[config.mk]
export PLATFORM = sky130hd
export DESIGN_NAME = zlib_stored_block_encoder
export DESIGN_NICKNAME = d
export VERILOG_FILES = /design/src/zsbe_pkg.sv /design/src/zsbe_core.sv /design/src/zsbe_fifo.sv /design/src/zsbe_ser.sv /design/src/zlib_stored_block_encoder.sv
export SDC_FILE = /design/constraint.sdc
export NUM_CORES = 1
export LEC_CHECK = 0
export CAP_MARGIN = 30
export CORE_UTILIZATION = 50
export CTS_CLUSTER_SIZE = 12
export DETAILED_ROUTE_END_ITERATION = 10
export DONT_BUFFER_PORTS = 1
export GPL_ROUTABILITY_DRIVEN = 0
export PLACE_DENSITY_LB_ADDON = 0.1
export SYNTH_ARGS = -nofsm -noshare
export SYNTH_HDL_FRONTEND = slang
export SYNTH_SLANG_ARGS = --single-unit
[constraint.sdc]
create_clock -name clk_i -period 13.95 [get_ports clk_i]
set_clock_uncertainty 0.1 [all_clocks]
set_input_delay 0.6975 -clock clk_i [delete_from_list [all_inputs] [get_ports clk_i]]
set_output_delay 0.6975 -clock clk_i [all_outputs]
set_load 0.005 [all_outputs]
[src/zsbe_pkg.sv]
`timescale 1ns / 1ps

package zsbe_pkg;

  // Input kinds carried on the slave-side tuser bit
  localparam logic MODE_START = 1'b0;
  localparam logic MODE_DATA  = 1'b1;

  localparam logic [7:0] ZLIB_CMF = 8'h78;
  localparam logic [7:0] ZLIB_FLG = 8'h01;

  localparam logic [7:0] BLK_FINAL     = 8'h01;
  localparam logic [7:0] BLK_NOT_FINAL = 8'h00;

  localparam logic [15:0] MAX_BLOCK_BYTES = 16'd65535;
  localparam logic [16:0] ADLER_MOD       = 17'd65521;

  localparam int unsigned MAX_RUN_BYTES = 10;
  localparam int unsigned RUN_IDX_W     = $clog2(MAX_RUN_BYTES + 1);
  localparam int unsigned BLK_HDR_BYTES = 5;
  localparam int unsigned ADLER_BYTES   = 4;

  // One run: the output bytes caused by one accepted item
  typedef struct packed {
    logic [MAX_RUN_BYTES-1:0][7:0] bytes;
    logic [RUN_IDX_W-1:0]          count;
    logic                          done;
  } run_t;

endpackage

[src/zsbe_core.sv]
`timescale 1ns / 1ps

module zsbe_core (
  input  logic                clk_i,
  input  logic                rst_ni,
  input  logic                cfg_we_i,
  input  logic [31:0]         cfg_wdata_i,
  input  logic                accept_i,
  input  logic                mode_i,
  input  logic [7:0]          data_byte_i,
  output logic                push_o,
  output zsbe_pkg::run_t      run_o
);
  import zsbe_pkg::*;

  logic [31:0] stream_len_q;
  logic [31:0] total_q, total_d;
  logic [15:0] block_q, block_d;
  logic [15:0] low_q, low_d;
  logic [15:0] high_q, high_d;

  logic [16:0] low_sum, high_sum;
  logic [15:0] low_n, high_n;
  logic [15:0] blk_len, blk_nlen;
  logic        blk_final, has_blk, ends_stream;
  logic [RUN_IDX_W-1:0] dpos;
  run_t        run;

  // Adler-32 update: one compare-subtract per sum
  assign low_sum  = {1'b0, low_q} + {9'b0, data_byte_i};
  assign low_n    = (low_sum >= ADLER_MOD) ? 16'(low_sum - ADLER_MOD) : low_sum[15:0];
  assign high_sum = {1'b0, high_q} + {1'b0, low_n};
  assign high_n   = (high_sum >= ADLER_MOD) ? 16'(high_sum - ADLER_MOD) : high_sum[15:0];

  assign blk_final   = (total_q <= {16'b0, MAX_BLOCK_BYTES});
  assign blk_len     = blk_final ? total_q[15:0] : MAX_BLOCK_BYTES;
  assign blk_nlen    = ~blk_len;
  assign has_blk     = (block_q == 16'd0);
  assign ends_stream = (total_q == 32'd1);
  assign dpos        = has_blk ? RUN_IDX_W'(BLK_HDR_BYTES) : '0;

  always_comb begin
    run      = '0;
    total_d  = total_q;
    block_d  = block_q;
    low_d    = low_q;
    high_d   = high_q;
    push_o   = 1'b0;
    if (mode_i == MODE_START) begin
      push_o        = accept_i;
      total_d       = stream_len_q;
      block_d       = '0;
      low_d         = 16'd1;
      high_d        = '0;
      run.bytes[0]  = ZLIB_CMF;
      run.bytes[1]  = ZLIB_FLG;
      if (stream_len_q == 32'd0) begin
        // empty stream: Adler of no data is 00 00 00 01
        run.bytes[5] = 8'h01;
        run.count    = RUN_IDX_W'(2 + ADLER_BYTES);
        run.done     = 1'b1;
      end else begin
        run.count    = RUN_IDX_W'(2);
      end
    end else if (total_q != 32'd0) begin
      push_o = accept_i;
      if (has_blk) begin
        run.bytes[0] = blk_final ? BLK_FINAL : BLK_NOT_FINAL;
        run.bytes[1] = blk_len[7:0];
        run.bytes[2] = blk_len[15:8];
        run.bytes[3] = blk_nlen[7:0];
        run.bytes[4] = blk_nlen[15:8];
      end
      run.bytes[dpos] = data_byte_i;
      low_d   = low_n;
      high_d  = high_n;
      total_d = total_q - 32'd1;
      block_d = (has_blk ? blk_len : block_q) - 16'd1;
      if (ends_stream) begin
        block_d                 = '0;
        run.bytes[dpos + 4'd1]  = high_n[15:8];
        run.bytes[dpos + 4'd2]  = high_n[7:0];
        run.bytes[dpos + 4'd3]  = low_n[15:8];
        run.bytes[dpos + 4'd4]  = low_n[7:0];
        run.count               = dpos + RUN_IDX_W'(1 + ADLER_BYTES);
        run.done                = 1'b1;
      end else begin
        run.count               = dpos + 4'd1;
      end
    end
  end

  assign run_o = run;

  always_ff @(posedge clk_i or negedge rst_ni) begin
    if (!rst_ni) begin
      stream_len_q <= '0;
      total_q      <= '0;
      block_q      <= '0;
      low_q        <= 16'd1;
      high_q       <= '0;
    end else begin
      if (cfg_we_i) begin
        stream_len_q <= cfg_wdata_i;
      end
      if (accept_i) begin
        total_q <= total_d;
        block_q <= block_d;
        low_q   <= low_d;
        high_q  <= high_d;
      end
    end
  end

`ifndef SYNTHESIS
  a_adler_in_range: assert property (@(posedge clk_i) disable iff (!rst_ni)
    ({1'b0, low_q} < ADLER_MOD) && ({1'b0, high_q} < ADLER_MOD))
    else $error("adler sum out of range");
  a_block_idle: assert property (@(posedge clk_i) disable iff (!rst_ni)
    (total_q == 32'd0) |-> (block_q == 16'd0))
    else $error("block count left open after stream end");
`endif

endmodule

[src/zsbe_fifo.sv]
`timescale 1ns / 1ps

module zsbe_fifo (
  input  logic           clk_i,
  input  logic           rst_ni,
  input  logic           push_i,
  input  zsbe_pkg::run_t run_i,
  input  logic           pop_i,
  output logic           full_o,
  output logic           empty_o,
  output zsbe_pkg::run_t run_o
);
  import zsbe_pkg::*;

  run_t       mem_q [2];
  logic       wr_ptr_q, rd_ptr_q;
  logic [1:0] cnt_q;

  assign full_o  = cnt_q[1];
  assign empty_o = (cnt_q == 2'd0);
  assign run_o   = mem_q[rd_ptr_q];

  always_ff @(posedge clk_i) begin
    if (push_i) begin
      mem_q[wr_ptr_q] <= run_i;
    end
  end

  always_ff @(posedge clk_i or negedge rst_ni) begin
    if (!rst_ni) begin
      wr_ptr_q <= 1'b0;
      rd_ptr_q <= 1'b0;
      cnt_q    <= '0;
    end else begin
      if (push_i) wr_ptr_q <= ~wr_ptr_q;
      if (pop_i)  rd_ptr_q <= ~rd_ptr_q;
      cnt_q <= cnt_q + {1'b0, push_i} - {1'b0, pop_i};
    end
  end

`ifndef SYNTHESIS
  a_no_overflow: assert property (@(posedge clk_i) disable iff (!rst_ni)
    push_i |-> !full_o)
    else $error("run queue overflow");
  a_no_underflow: assert property (@(posedge clk_i) disable iff (!rst_ni)
    pop_i |-> !empty_o)
    else $error("run queue underflow");
`endif

endmodule

[src/zsbe_ser.sv]
`timescale 1ns / 1ps

module zsbe_ser (
  input  logic           clk_i,
  input  logic           rst_ni,
  input  logic           avail_i,
  input  zsbe_pkg::run_t run_i,
  output logic           load_o,
  output logic           valid_o,
  input  logic           ready_i,
  output logic [7:0]     byte_o,
  output logic           last_o,
  output logic           done_o
);
  import zsbe_pkg::*;

  run_t                 cur_q;
  logic                 valid_q;
  logic [RUN_IDX_W-1:0] idx_q;
  logic                 last_byte;

  assign last_byte = (idx_q == cur_q.count - 4'd1);
  assign load_o    = avail_i && (!valid_q || (ready_i && last_byte));

  assign valid_o = valid_q;
  assign byte_o  = cur_q.bytes[idx_q];
  assign last_o  = last_byte;
  assign done_o  = cur_q.done && last_byte;

  always_ff @(posedge clk_i) begin
    if (load_o) begin
      cur_q <= run_i;
    end
  end

  always_ff @(posedge clk_i or negedge rst_ni) begin
    if (!rst_ni) begin
      valid_q <= 1'b0;
      idx_q   <= '0;
    end else begin
      if (load_o) begin
        valid_q <= 1'b1;
        idx_q   <= '0;
      end else if (valid_q && ready_i) begin
        if (last_byte) begin
          valid_q <= 1'b0;
          idx_q   <= '0;
        end else begin
          idx_q <= idx_q + 4'd1;
        end
      end
    end
  end

`ifndef SYNTHESIS
  a_idx_in_run: assert property (@(posedge clk_i) disable iff (!rst_ni)
    valid_q |-> (idx_q < cur_q.count))
    else $error("byte index past end of run");
`endif

endmodule

[src/zlib_stored_block_encoder.sv]
`timescale 1ns / 1ps

// zlib stream encoder using stored deflate blocks only, with Adler-32 trailer.
// Configuration: write cfg_wdata_i with cfg_we_i high to set the stream length
//   in bytes; it is sampled by the next start item.
// Input channel (s_axis_*): tuser = 0 starts a stream (emits 78 01, plus the
//   trailer 00 00 00 01 for an empty stream), tuser = 1 carries one data byte in
//   tdata. Data bytes with no stream open are taken and dropped.
// Output channel (m_axis_*): one zlib byte per item; tlast marks the final byte
//   caused by one input item, tuser marks the last byte of the whole stream.
// Each accepted start or in-stream data item updates the counters and Adler sums in
//   the same cycle and queues a run of 1 to 10 bytes; a serializer replays each run
//   one byte a cycle while tready is high, from a register loaded out of the run queue.
// Throughput: one input item per cycle while each yields one byte (bytes inside
//   a block) and tready stays high; a block start adds 5 header bytes, stream end 4.
//   The output port, which moves one byte per cycle while tready is high, sets the rate.
// Stall: when the receiver holds tready low, output bytes hold; the two-entry run
//   queue fills and s_axis_tready drops until a run is fully sent.
// Reset: asynchronous, clears the queue, counters and stream length; Adler starts at 1.
module zlib_stored_block_encoder (
  input  logic        clk_i,
  input  logic        rst_ni,
  input  logic        cfg_we_i,
  input  logic [31:0] cfg_wdata_i,
  input  logic        s_axis_tvalid,
  output logic        s_axis_tready,
  input  logic [7:0]  s_axis_tdata,   // [7:0] data_byte
  input  logic        s_axis_tuser,   // [0] mode
  output logic        m_axis_tvalid,
  input  logic        m_axis_tready,
  output logic [7:0]  m_axis_tdata,   // [7:0] out_byte
  output logic        m_axis_tlast,
  output logic        m_axis_tuser    // [0] stream_done
);
  import zsbe_pkg::*;

  logic accept;
  logic push;
  logic load;
  logic q_full;
  logic q_empty;
  run_t run_new;
  run_t run_head;

  // Ready comes straight from the queue fill register
  assign s_axis_tready = !q_full;
  assign accept        = s_axis_tvalid && s_axis_tready;

  zsbe_core u_core (
    .clk_i       (clk_i),
    .rst_ni      (rst_ni),
    .cfg_we_i    (cfg_we_i),
    .cfg_wdata_i (cfg_wdata_i),
    .accept_i    (accept),
    .mode_i      (s_axis_tuser),
    .data_byte_i (s_axis_tdata),
    .push_o      (push),
    .run_o       (run_new)
  );

  zsbe_fifo u_fifo (
    .clk_i   (clk_i),
    .rst_ni  (rst_ni),
    .push_i  (push),
    .run_i   (run_new),
    .pop_i   (load),
    .full_o  (q_full),
    .empty_o (q_empty),
    .run_o   (run_head)
  );

  zsbe_ser u_ser (
    .clk_i   (clk_i),
    .rst_ni  (rst_ni),
    .avail_i (!q_empty),
    .run_i   (run_head),
    .load_o  (load),
    .valid_o (m_axis_tvalid),
    .ready_i (m_axis_tready),
    .byte_o  (m_axis_tdata),
    .last_o  (m_axis_tlast),
    .done_o  (m_axis_tuser)
  );

`ifndef SYNTHESIS
  a_done_is_last: assert property (@(posedge clk_i) disable iff (!rst_ni)
    (m_axis_tvalid && m_axis_tuser) |-> m_axis_tlast)
    else $error("stream end not on last byte of a run");
`endif

endmodule

==> metrics.md <==
| Metric | Value |
|---|---|
| Clock Latency Late Sink | `around 570 ps` |
| FF+latch count, synth | `between 300 and 400` |
| Avg Cell Area, Syn | `11.9 µm²` |
| Synth top area cells | `edfxtp_1 41%, dfrtp_1 16%, mux2_2 7.2%, nand2_1 2.6%, nor2_1 2.6%` |
| Hold Crit Class | `input port to async pin` |
| Ys Warns | `0` |
| Routed WL | `about 50000 µm` |
| Synth-to-Final Area Change | `10.0%` |
| Arr. time, crit path | `7760 ps` |
| Main synth FF type | `edfxtp_1` |
| Post-DR vias/cell | `approximately 6` |
| Post-CTS setup buffers | `0` |
| Reg power frac | `a little under two fifths` |
| Switch share | `38.0%` |
| Worst setup margin | `6440 ps` |
| Final hold vios | `20` |
| Initial drt markers | `around 1200` |
| Syn Nets | `between 1500 and 2000` |
| Kind of critical path | `flop to flop` |
| P per Cell Area | `approximately 220 nW/µm²` |
| Crit start category | `flop` |
| Crit. End Element | `flop` |
| Largest net degree at the start of global routing | `122` |
| Cells after Synth | `1570` |
| Finish-stage setup viols | `0` |
| Mapped cell area | `between 15000 and 20000 µm²` |
| Slowest-stage cell, CP | `o41ai_1` |
| Most common cell on crit path | `o21ai_0` |
| Dpl ws | `about 6300 ps` |
| Setup TNS Final | `0 ps` |
| Critical path cell sequence | `ha_1 -> fa_1 -> a21o_1 -> a21oi_2 -> xnor2_1 -> o311ai_2 -> o211ai_1 -> o41ai_1 -> o21ai_0 -> a211o_1 -> xor2_1 -> ha_1 -> a21oi_1 -> o21ai_0 -> o21ai_0 -> o311ai_1 -> nand2b_1 -> or3_1 -> o32a_1 -> nor4_1 -> o21ai_0 -> a21oi_1` |
| Run status | `finished with violations` |
| Global-route wire length before repair | `74800 µm` |
| Drc violations | `0` |
| Pre-antenna DRT Iters | `5` |
| Worst Max-Slew Pin Slew | `894 ps` |
| Post-Route Utilization | `56.0%` |
| IO buf count | `0` |
| Initial core utilization | `50.9%` |
| Area leader, netlist | `edfxtp_1` |
| H-tree depth | `2` |
| Cell variety after synth | `~90` |
| Gr usage total | `between 20% and 30%` |
| Switch Pwr | `approximately 1.7 mW` |
| RSZ-0062 raised after global routing | `no` |
| Post-CTS Hold Buffers | `1` |
| MaxCap Viol Count | `0` |
| Slowest stage delay, CP | `around 560 ps` |
| VDD IR-drop max | `around 0.14 mV` |
| Cts repair resizes | `0` |
| Internal power | `roughly 2.8 mW` |
| Vias | `approximately 13000` |
| Die H | `~200 µm` |
| Routed Antenna Nets | `0` |
| Post-Layout Cell Count | `2054` |
| Clock power share | `24.4%` |
| Critical path required time | `14200 ps` |
| Row count | `70` |
| Register area share after synthesis | `between 50% and 60%` |
| Number of global-route vias before repair | `between 10000 and 15000` |
| Clock Path Buffers | `3` |
| Slew headroom | `between 30% and 40%` |
| Antenna violations before repair | `1` |
| Final HPWL DP | `around 34000 µm` |
| Grt total ovfl | `0` |
| CTS tree | `yes` |
| Die width | `between 150 and 200 µm` |
| Slew Viols, Final | `0` |
| I/O pins | `58` |
| Leak Pwr | `about 7.5 nW` |
| Period utilization | `53.8%` |
| Placed Cells | `roughly 2000` |
| Wire length per cell | `approximately 24 µm` |
| # fillers | `between 3000 and 4000` |
| Top-area cell type share of the netlist area | `between 40 and 50%` |
| R2R setup slack | `6440 ps` |
| Share of cells above drive strength 1 | `15.9%` |
| Failing checks | `negative hold slack` |
| Clock slew at reported path FFs | `~60 ps` |
| Logic pwr share | `37.8%` |
| Min Clock Period, post-route | `around 7500 ps` |
| Nets | `roughly 1600` |
| Post-synth EDFFs | `around 260` |
| Total core area | `36600 µm²` |
| TritonCTS Buffers | `42` |
| Asr flop ratio synth | `around a third` |
| Clock sinks | `between 300 and 400` |
| Antenna cells | `0` |
| Die area | `about 38000 µm²` |
| CTS root buf | `clkbuf_16` |
| F_max | `~0.13 GHz` |
| Worst-path maximum fanout | `12` |
| Hold_ws | `-49.0 ps` |
-- state kept, by name, summed over array words and instances (netlist names), 2 cells and up --
signal               count
u_core.low_q            16
u_core.total_q          32
u_fifo.cnt_q             2
u_core.high_q           16
u_ser.idx_q              4
u_core.block_q          16
u_fifo.mem_q           170
u_ser.cur_q             85
u_core.stream_len_q     32
-- synthesized netlist by cell type (all sizes together), types with 14 or more instances --
master,n
and2,16
o22ai,29
buf,24
mux2,120
a21oi,69
edfxtp,255
nor3,42
clkbuf,58
nand3,39
inv,43
o21ai,106
nand2b,16
nand4,15
mux2i,28
dfrtp,120
xor2,18
ha,37
xnor2,39
nor2,127
mux4,16
nand2,131
and3,14
nor4,28
-- per-stage QoR --
step	total power [mW]	area, µm²
global route	4.75	20500
detailed placement	3.39	19100
floorplan	2.91	18600
global placement	3.36	19100
finish	4.50	20500
CTS	4.50	20500
-- power groups by stage --
stage | clock [mW] | combinational (mW) | sequential [mW]
2_1_floorplan | 0 | 1.29 | 1.63
4_1_cts | 1.12 | 1.68 | 1.70
5_1_grt | 1.16 | 1.86 | 1.73
3_3_place_gp | 0 | 1.65 | 1.71
6_report | 1.10 | 1.70 | 1.70
3_5_place_dp | 0 | 1.67 | 1.72
-- worst paths after layout --
check	startpoint	to	cells after the start
worst max register to register	u_core.low_q[0]$_DFFE_PN1P_	u_fifo.mem_q[1][16]$_DFFE_PP_	22
worst min register to register	u_fifo.cnt_q[1]$_DFF_PN0_	u_fifo.cnt_q[1]$_DFF_PN0_	1
worst max-delay path	u_core.low_q[0]$_DFFE_PN1P_	u_fifo.mem_q[1][16]$_DFFE_PP_	22
max in group asynchronous	rst_ni	u_fifo.rd_ptr_q$_DFFE_PN0P_	1
worst min-delay path	rst_ni	u_core.low_q[4]$_DFFE_PN0P_	1
min in group clk_i	s_axis_tuser	u_core.total_q[28]$_DFFE_PN0P_	1
-- cell families (layout without fill, tap and decap cells) --
kind of cell    count (synthesis)  after routing  synth area share [%]
compound gates                319            319                  11.1
xor+xnor                       57             57                  2.68
fa+ha+maj                      39             39                  2.70
buf+inv                       126            142                  2.62
flops                         376            376                  57.3
mux                           164            164                  10.7
simple gates                  489            489                  12.9
-- cell usage in the layout (no fill, tap or decap), types with 7 or more instances in the layout --
cell type | synthesis | layout
or3_1 | 11 | 11
inv_1 | 42 | 42
clkbuf_16 | 0 | 43
clkinv_2 | 0 | 7
nand2_1 | 131 | 131
nand4_1 | 15 | 15
a211oi_1 | 8 | 8
ha_1 | 37 | 37
a21oi_1 | 65 | 65
o21ai_1 | 15 | 15
nand3_1 | 39 | 39
nand2b_1 | 16 | 16
o22ai_1 | 29 | 29
dfrtp_1 | 120 | 119
nor4_1 | 26 | 26
nor2_1 | 127 | 126
or2_2 | 8 | 8
mux2_2 | 120 | 120
clkbuf_1 | 58 | 15
o21a_1 | 7 | 7
xor2_1 | 18 | 18
and3_1 | 14 | 14
edfxtp_1 | 255 | 255
buf_4 | 1 | 21
a21o_1 | 12 | 11
nor2b_1 | 9 | 9
and2_1 | 16 | 15
a32oi_1 | 9 | 9
o21ai_0 | 90 | 90
a22o_1 | 12 | 12
mux4_2 | 16 | 16
mux2i_1 | 28 | 28
nor3_1 | 41 | 41
xnor2_1 | 39 | 39
-- critical path, delay by kind of cell (launching register included) --
family                   cells  cell delay [ps]
AO/OA/AOI/OAI               14             4100
XOR/XNOR                     2              510
flip-flops                   1              380
AND/OR/NAND/NOR              3             1110
adder cells (fa/ha/maj)      3             1080
-- layer usage --
| metal | routed length (µm) | global-route usage [%] |
|---|---|---|
| met2 | 22200 | 39.8 |
| met1 | 21800 | 37.4 |
| met5 | 0 | 0 |
| met4 | 1800 | 10.9 |
| met3 | 3320 | 4.23 |
-- cell type report --
cell class | instances | area [µm²] | area share [%]
multi-input cells | 1068 | 7490 | 36.5
flip-flops and latches | 376 | 10700 | 52.1
inverters | 44 | 165 | 0.805
clock buffers | 58 | 1130 | 5.52
repair buffers | 24 | 240 | 1.17
well taps | 468 | 586 | 2.85
clock inverters | 16 | 214 | 1.04
Power figures use the tool's default switching activity.
